### src/hw/rtl/slmb_pkg.sv
// ----------------------------------------------------------------------------
// slmb_pkg
// Shared types, constants and arithmetic for the stereo level meter
// ballistics unit.
// ----------------------------------------------------------------------------
`default_nettype none

package slmb_pkg;

	localparam int LEVEL_FRAC_BITS = 16;
	localparam int LEVEL_W         = LEVEL_FRAC_BITS + 1;
	localparam int COEF_W          = 16;
	localparam int COUNT_W         = 16;
	localparam int PROD_W          = LEVEL_W + COEF_W;

	typedef logic [LEVEL_W-1:0] level_t;
	typedef logic [COEF_W-1:0]  coef_t;
	typedef logic [COUNT_W-1:0] count_t;
	typedef logic [PROD_W-1:0]  prod_t;

	localparam level_t FULL_SCALE = level_t'(1) << LEVEL_FRAC_BITS;
	localparam count_t COUNT_MAX  = '1;

	localparam coef_t  ATTACK_RST  = coef_t'(26214);
	localparam coef_t  RELEASE_RST = coef_t'(9830);
	localparam coef_t  FALLOFF_RST = coef_t'(13107);
	localparam count_t HOLD_RST    = count_t'(50);

	typedef enum logic [1:0] {
		REG_ATTACK  = 2'd0,
		REG_RELEASE = 2'd1,
		REG_FALLOFF = 2'd2,
		REG_HOLD    = 2'd3
	} reg_idx_t;

	typedef enum logic [2:0] {
		ST_IDLE,
		ST_MUL_SM,
		ST_APP_SM,
		ST_MUL_PK,
		ST_APP_PK,
		ST_FIN
	} state_t;

	// per-lane step strobes from the sequencer
	typedef struct packed {
		logic upd;
		logic mul_sm;
		logic app_sm;
		logic mul_pk;
		logic app_pk;
	} lane_ctl_t;

	function automatic level_t sat_level(input level_t v);
		sat_level = (v > FULL_SCALE) ? FULL_SCALE : v;
	endfunction

	// one glide step: floor toward target, given the registered product
	function automatic level_t glide_apply(input level_t cur, input prod_t prod,
		input logic rising);
		logic [PROD_W:0] rnd;
		level_t          dn;
		rnd = {1'b0, prod} + (PROD_W+1)'(2**COEF_W - 1);
		dn  = rnd[PROD_W-1 -: LEVEL_W];
		if (rising) begin
			glide_apply = cur + prod[PROD_W-1 -: LEVEL_W];
		end else begin
			glide_apply = cur - dn;
		end
	endfunction

endpackage

`default_nettype wire

### src/hw/rtl/slmb_lane.sv
// ----------------------------------------------------------------------------
// slmb_lane
// One channel of the meter: target, smoothed level, held peak and hold count,
// with a registered multiply before each glide step.
// ----------------------------------------------------------------------------
`default_nettype none

module slmb_lane
	import slmb_pkg::*;
(
	input  wire logic      clk,
	input  wire logic      arst_n,
	input  wire lane_ctl_t ctl,
	input  wire level_t    level_in,
	input  wire coef_t     attack_coeff,
	input  wire coef_t     release_coeff,
	input  wire coef_t     falloff_coeff,
	input  wire count_t    hold_ticks,
	output level_t         level,
	output level_t         peak
);

	level_t tgt_q;
	level_t smooth_q;
	level_t peak_q;
	count_t count_q;

	prod_t  prod_s1;
	logic   rise_s1;
	logic   expired_s2;
	prod_t  prod_s3;
	logic   rise_s3;

	level_t lvl_sat;
	logic   sm_rise;
	level_t sm_diff;
	logic   pk_rise;
	level_t pk_diff;
	count_t count_inc;
	coef_t  sm_coef;

	always_comb begin
		lvl_sat   = sat_level(level_in);
		sm_rise   = tgt_q > smooth_q;
		sm_diff   = sm_rise ? (tgt_q - smooth_q) : (smooth_q - tgt_q);
		sm_coef   = sm_rise ? attack_coeff : release_coeff;
		pk_rise   = smooth_q > peak_q;
		pk_diff   = pk_rise ? (smooth_q - peak_q) : (peak_q - smooth_q);
		count_inc = (count_q == COUNT_MAX) ? count_q : count_q + count_t'(1);
	end

	always_ff @(posedge clk) begin
		if (ctl.mul_sm) begin
			prod_s1 <= prod_t'(sm_diff) * prod_t'(sm_coef);
			rise_s1 <= sm_rise;
		end
		if (ctl.app_sm) begin
			expired_s2 <= count_inc > hold_ticks;
		end
		if (ctl.mul_pk) begin
			prod_s3 <= prod_t'(pk_diff) * prod_t'(falloff_coeff);
			rise_s3 <= pk_rise;
		end
	end

	always_ff @(posedge clk or negedge arst_n) begin
		if (!arst_n) begin
			tgt_q    <= '0;
			smooth_q <= '0;
			peak_q   <= '0;
			count_q  <= '0;
		end else begin
			if (ctl.upd) begin
				tgt_q <= lvl_sat;
				if (lvl_sat > peak_q) begin
					peak_q  <= lvl_sat;
					count_q <= '0;
				end
			end
			if (ctl.app_sm) begin
				smooth_q <= glide_apply(smooth_q, prod_s1, rise_s1);
				count_q  <= count_inc;
			end
			if (ctl.app_pk && expired_s2) begin
				peak_q <= glide_apply(peak_q, prod_s3, rise_s3);
			end
		end
	end

	assign level = smooth_q;
	assign peak  = peak_q;

endmodule

`default_nettype wire

### src/hw/rtl/stereo_level_meter_ballistics_unit.sv
// ----------------------------------------------------------------------------
// stereo_level_meter_ballistics_unit
// Two-lane meter ballistics: attack/release smoothing and peak hold/decay.
// ----------------------------------------------------------------------------
// Usage:
//   Input channel (in_valid/in_stall) carries req_type, left_in, right_in.
//   req_type 0 loads new targets and may capture new peaks; req_type 1 is a
//   display tick that glides levels and ages peaks.
//   Output channel (out_valid/out_stall) returns one item per input item with
//   both smoothed levels and both peaks after the update.
//   A level update goes through ST_FIN, a tick through ST_MUL_SM, ST_APP_SM,
//   ST_MUL_PK, ST_APP_PK and ST_FIN, before out_valid; the two lanes share
//   one sequencer, so one item is in work at a time (in_stall outside ST_IDLE)
//   and each tick passes two multiply-then-apply steps per lane.
//   A finished result waits in the output register; the next item is taken
//   meanwhile, and its result is held back while out_stall keeps the
//   previous one.
//   Reset clears all levels, peaks and hold counts and loads the default
//   coefficients. Configuration writes (cfg_we, cfg_index, cfg_wdata) are
//   taken at any edge and are meant for idle periods.
// ----------------------------------------------------------------------------
`default_nettype none

module stereo_level_meter_ballistics_unit
	import slmb_pkg::*;
(
	input  wire logic   clk,
	input  wire logic   arst_n,
	input  wire logic   in_valid,
	output logic        in_stall,
	input  wire logic   req_type,
	input  wire level_t left_in,
	input  wire level_t right_in,
	output logic        out_valid,
	input  wire logic   out_stall,
	output level_t      left_level,
	output level_t      right_level,
	output level_t      left_peak,
	output level_t      right_peak,
	input  wire logic   cfg_we,
	input  wire logic [1:0] cfg_index,
	input  wire logic [COEF_W-1:0] cfg_wdata
);

	coef_t  attack_q;
	coef_t  release_q;
	coef_t  falloff_q;
	count_t hold_q;

	state_t    state_q;
	state_t    state_nx;
	lane_ctl_t ctl;
	logic      in_acc;
	logic      out_load;
	logic      out_valid_q;

	level_t l_level;
	level_t r_level;
	level_t l_peak;
	level_t r_peak;
	level_t l_level_q;
	level_t r_level_q;
	level_t l_peak_q;
	level_t r_peak_q;

	// configuration registers
	always_ff @(posedge clk or negedge arst_n) begin
		if (!arst_n) begin
			attack_q  <= ATTACK_RST;
			release_q <= RELEASE_RST;
			falloff_q <= FALLOFF_RST;
			hold_q    <= HOLD_RST;
		end else if (cfg_we) begin
			unique case (reg_idx_t'(cfg_index))
				REG_ATTACK:  attack_q  <= cfg_wdata;
				REG_RELEASE: release_q <= cfg_wdata;
				REG_FALLOFF: falloff_q <= cfg_wdata;
				REG_HOLD:    hold_q    <= count_t'(cfg_wdata);
				default:     ;
			endcase
		end
	end

	// sequencer
	always_ff @(posedge clk or negedge arst_n) begin
		if (!arst_n) begin
			state_q <= ST_IDLE;
		end else begin
			state_q <= state_nx;
		end
	end

	always_comb begin
		state_nx = state_q;
		ctl      = '0;
		out_load = 1'b0;
		in_stall = (state_q != ST_IDLE);
		in_acc   = in_valid && (state_q == ST_IDLE);
		unique case (state_q)
			ST_IDLE: begin
				if (in_acc) begin
					if (req_type) begin
						state_nx = ST_MUL_SM;
					end else begin
						ctl.upd  = 1'b1;
						state_nx = ST_FIN;
					end
				end
			end
			ST_MUL_SM: begin
				ctl.mul_sm = 1'b1;
				state_nx   = ST_APP_SM;
			end
			ST_APP_SM: begin
				ctl.app_sm = 1'b1;
				state_nx   = ST_MUL_PK;
			end
			ST_MUL_PK: begin
				ctl.mul_pk = 1'b1;
				state_nx   = ST_APP_PK;
			end
			ST_APP_PK: begin
				ctl.app_pk = 1'b1;
				state_nx   = ST_FIN;
			end
			ST_FIN: begin
				if (!out_valid_q || !out_stall) begin
					out_load = 1'b1;
					state_nx = ST_IDLE;
				end
			end
			default: state_nx = ST_IDLE;
		endcase
	end

	slmb_lane u_lane_l (
		.clk           (clk),
		.arst_n        (arst_n),
		.ctl           (ctl),
		.level_in      (left_in),
		.attack_coeff  (attack_q),
		.release_coeff (release_q),
		.falloff_coeff (falloff_q),
		.hold_ticks    (hold_q),
		.level         (l_level),
		.peak          (l_peak)
	);

	slmb_lane u_lane_r (
		.clk           (clk),
		.arst_n        (arst_n),
		.ctl           (ctl),
		.level_in      (right_in),
		.attack_coeff  (attack_q),
		.release_coeff (release_q),
		.falloff_coeff (falloff_q),
		.hold_ticks    (hold_q),
		.level         (r_level),
		.peak          (r_peak)
	);

	// merge both lanes into the output register
	always_ff @(posedge clk or negedge arst_n) begin
		if (!arst_n) begin
			out_valid_q <= 1'b0;
		end else if (out_load) begin
			out_valid_q <= 1'b1;
		end else if (!out_stall) begin
			out_valid_q <= 1'b0;
		end
	end

	always_ff @(posedge clk) begin
		if (out_load) begin
			l_level_q <= l_level;
			r_level_q <= r_level;
			l_peak_q  <= l_peak;
			r_peak_q  <= r_peak;
		end
	end

	assign out_valid   = out_valid_q;
	assign left_level  = l_level_q;
	assign right_level = r_level_q;
	assign left_peak   = l_peak_q;
	assign right_peak  = r_peak_q;

	a_tick_starts: assert property (@(posedge clk) disable iff (!arst_n)
		in_acc && req_type |=> state_q == ST_MUL_SM)
		else $error("tick did not start the smoothing multiply");

	a_update_fin: assert property (@(posedge clk) disable iff (!arst_n)
		in_acc && !req_type |=> state_q == ST_FIN)
		else $error("level update did not go to finish");

	a_load_from_fin: assert property (@(posedge clk) disable iff (!arst_n)
		$rose(out_valid_q) |-> $past(state_q) == ST_FIN)
		else $error("result loaded outside finish");

	a_levels_in_range: assert property (@(posedge clk) disable iff (!arst_n)
		out_valid_q |-> (l_level_q <= FULL_SCALE) && (r_level_q <= FULL_SCALE))
		else $error("smoothed level above full scale");

	a_peaks_in_range: assert property (@(posedge clk) disable iff (!arst_n)
		out_valid_q |-> (l_peak_q <= FULL_SCALE) && (r_peak_q <= FULL_SCALE))
		else $error("peak above full scale");

endmodule

`default_nettype wire

### config.mk
export PLATFORM = sky130hd
export DESIGN_NAME = stereo_level_meter_ballistics_unit
export DESIGN_NICKNAME = d
export VERILOG_FILES = /design/src/hw/rtl/slmb_pkg.sv /design/src/hw/rtl/slmb_lane.sv /design/src/hw/rtl/stereo_level_meter_ballistics_unit.sv
export SDC_FILE = /design/constraint.sdc
export NUM_CORES = 2
export LEC_CHECK = 0
export BUFFER_PORTS_ARGS = -buffer_cell sky130_fd_sc_hd__buf_2
export CAP_MARGIN = 15
export CORE_MARGIN = 2
export CORE_UTILIZATION = 35
export CTS_BUF_LIST = sky130_fd_sc_hd__clkbuf_2
export CTS_CLUSTER_SIZE = 28
export DETAILED_ROUTE_END_ITERATION = 6
export GPL_TIMING_DRIVEN = 1
export PLACE_DENSITY = 0.59
export SYNTH_ARGS = -nofsm -noshare
export SYNTH_HDL_FRONTEND = slang
export SYNTH_SLANG_ARGS = --single-unit
### constraint.sdc
create_clock -name clk -period 21.9 [get_ports clk]
set_input_delay 6.57 -clock clk [delete_from_list [all_inputs] [get_ports clk]]
set_output_delay 6.57 -clock clk [all_outputs]
set_load 0.01 [all_outputs]
==> flow_summary.ini <==
[critical_path]
path_buf_inv = 9
rr_startpoint = u_lane_l.level[1]
end_kind = register
crit_path_max_fanout = 36
critPathLaunchType = register
critPathKind = reg -> reg
cp.required_ns = 23.10
path_common_cell = fa_1
arrival_ns = 12.11
critPathSlowestCell = dfrtp_1
max_stage_delay_ns = 0.63
cp_top_family = adder cells
startpoint = u_lane_l.level[1]

[timing]
finalSetupViolCount = 0
worstMarginPinSlew_ns = 1.14
rsz0062_at_grt = false
setup_tns_ns = 0
period_share = 0.499
slew_headroom = 0.239
clock_skew_ns = 0.277
fmax_mhz = 91.6
drv_slew = 0
fin_crit_ns = 10.92
hold_violations = 0

[yosys]
synth_seq_cells = 408
ys_types = 91
synthArstFlopShare = 0.495
avgSynthCellArea_um2 = 8.89
yosysSeqAreaShare = 0.173
synthesis.nets = 8939
yosys_warnings = 0
syn_inst = 7349
synth_enable_flop_cells = 206
netlist_area_um2 = 65400
synth_flop_cell = edfxtp_1

[route]
top_layer = met5
dr_wl_met2_um = 99800
routedWlPerCell_um = 21.2
met3WireLength_um = 12500
dr_total_vias = 53200
ant_nets = 0
drc_errors = 0
drt_iter0_markers = 3978
routed_wl_um = 211000
drt_first_pass_iters = 5
drt-met1-wl_um = 90600
viasPerCell = 5.33

[final_layout]
mostFrequentLayoutCell = inv_1
fin_nets = 8982
final_cell_mix = inv_1, nand2_1, fa_1, ha_1, o21ai_0
layout-drive-gt1-share = 0.0818
layout-area-overhead-vs-synth_pct = 6.86
stdcell_area_um2 = 69800
fillers = 19100

[cts]
htreeDepth = 3
cts_hold_buf = 0
path_clk_slew_ns = 0.11
clock_latency_ns = 1.61
post_cts_buffers = 0
cts-resized-gates = 0
cts_tree = yes
cts_buffer_depth = 3
clock_sinks = 408
root_buffer = clkbuf_2
cts-buffers-inserted = 107

[flow_run]
cap_violations = 0

[floorplanning]
ios = 128
num_rows = 158
die_area_um2 = 190000
die_w_um = 436
floorplan.initialDensity = 0.352
core_um2 = 185000
die_y_um = 436

[hold_path]
hp-class = reg -> reg
worstHoldStart = u_lane_r.level[0]

[placed_design]
place_area_um2 = 68800
dpl.hpwl_um = 164000
io_buffer_count = 127
gp_congestion = 0.972

[global_route]
grt-ovfl-total = 0
grt_max_degree = 88
grt_pass1_vias = 55400
antenna_found_initial = 24
grt_pass1_wl_um = 329000
grt_use_total = 0.222

[run_status]
status = finished clean
[metrics by stage]
step	setup WS [ns]	std cells	hold slack, ns	utilization
6_report	10.98	9975	0.474	0.377
2_1_floorplan	11.49	7349	0.453	-
3_3_place_gp	10.79	9762	0.483	0.371
5_1_grt	10.27	9973	0.541	0.377
3_5_place_dp	10.46	9762	0.486	0.371
4_1_cts	10.43	9962	0.490	0.376
[registers in the layout, indices dropped and copies added, names as in the netlist, 33 cells and up]
name and flops:
u_lane_l.prod_s1 33, u_lane_l.prod_s3 33, u_lane_r.prod_s1 33, u_lane_r.prod_s3 33
[routing by layer]
layer,vias to the layer above,global-route usage
li1,24300,-
met1,26700,0.289
met2,1805,0.372
met3,413,0.0337
met4,6,0.0835
met5,-,0
[final timing paths]
kind / end / cells past startpoint / slack [ns]
min in group asynchronous: u_lane_r.level[9] / 1 / 5.01
worst min-delay path: right_level[0] / 0 / 0.47
worst min register to register: right_level[0] / 0 / 0.47
max in group asynchronous: u_lane_l.level[4] / 2 / 15.19
worst max-delay path: u_lane_l.prod_s1[32] / 37 / 10.98
worst max register to register: u_lane_l.prod_s1[32] / 37 / 10.98
[synthesized netlist by cell type (all sizes together), types with 11 or more instances]
master | count | area share
a211oi | 45 | 0.0052
a21boi | 12 | 0.0014
a21o | 116 | 0.013
a21oi | 381 | 0.029
a221oi | 13 | 0.0018
a22o | 16 | 0.0021
a22oi | 25 | 0.0029
a31oi | 24 | 0.0023
and2 | 343 | 0.033
and3 | 51 | 0.0050
buf | 67 | 0.0054
clkbuf | 229 | 0.013
dfrtp | 176 | 0.067
dfstp | 26 | 0.010
edfxtp | 206 | 0.095
fa | 844 | 0.26
ha | 688 | 0.13
inv | 1077 | 0.062
mux2 | 110 | 0.019
mux2i | 57 | 0.0087
nand2 | 882 | 0.051
nand2b | 56 | 0.0054
nand3 | 96 | 0.0074
nand3b | 11 | 0.0013
nand4 | 43 | 0.0041
nor2 | 383 | 0.022
nor2b | 111 | 0.011
nor3 | 87 | 0.0067
nor3b | 11 | 0.0013
nor4 | 44 | 0.0042
o211ai | 11 | 0.0013
o21a | 59 | 0.0068
o21ai | 459 | 0.035
o21bai | 38 | 0.0044
o22ai | 16 | 0.0015
o31ai | 17 | 0.0020
or2 | 18 | 0.0017
or3 | 42 | 0.0040
or4 | 12 | 0.0014
xnor2 | 186 | 0.025
xor2 | 134 | 0.018
[worst reg2reg max path: cells and delay by family (launching register included)]
| family | cells | cell delay (ns) |
|---|---|---|
| adder cells (fa/ha/maj) | 8 | 3.57 |
| AO/OA/AOI/OAI | 12 | 3.32 |
| buffers and inverters | 9 | 1.76 |
| AND/OR/NAND/NOR | 6 | 0.91 |
| flip-flops | 1 | 0.63 |
| XOR/XNOR | 2 | 0.52 |
[layout make-up]
cell class	instances	area (um^2)	area share
antenna	12	30.0	0.000430
timing repair buffer	230	1420	0.0203
clock inverter	43	248	0.00355
inverter	1079	4050	0.0580
clock buffer	157	786	0.0113
sequential	408	11300	0.161
multi-input combinational	5566	48900	0.701
tap	2480	3100	0.0444
[kinds of logic (layout without fill, tap and decap cells)]
family	count (synthesis)	count (layout)	share of synthesized area
AND/OR/NAND/NOR	2209	2209	0.161
adder cells (fa/ha/maj)	1532	1532	0.390
buffers and inverters	1375	1509	0.0805
AO/OA/AOI/OAI	1338	1338	0.125
flip-flops	408	408	0.173
XOR/XNOR	320	320	0.0430
multiplexers	167	167	0.0277
other	0	12	0
Power is left out: the tool's default activity adds up to more than one toggle a clock period on the data nets, which glitch-free logic cannot reach.
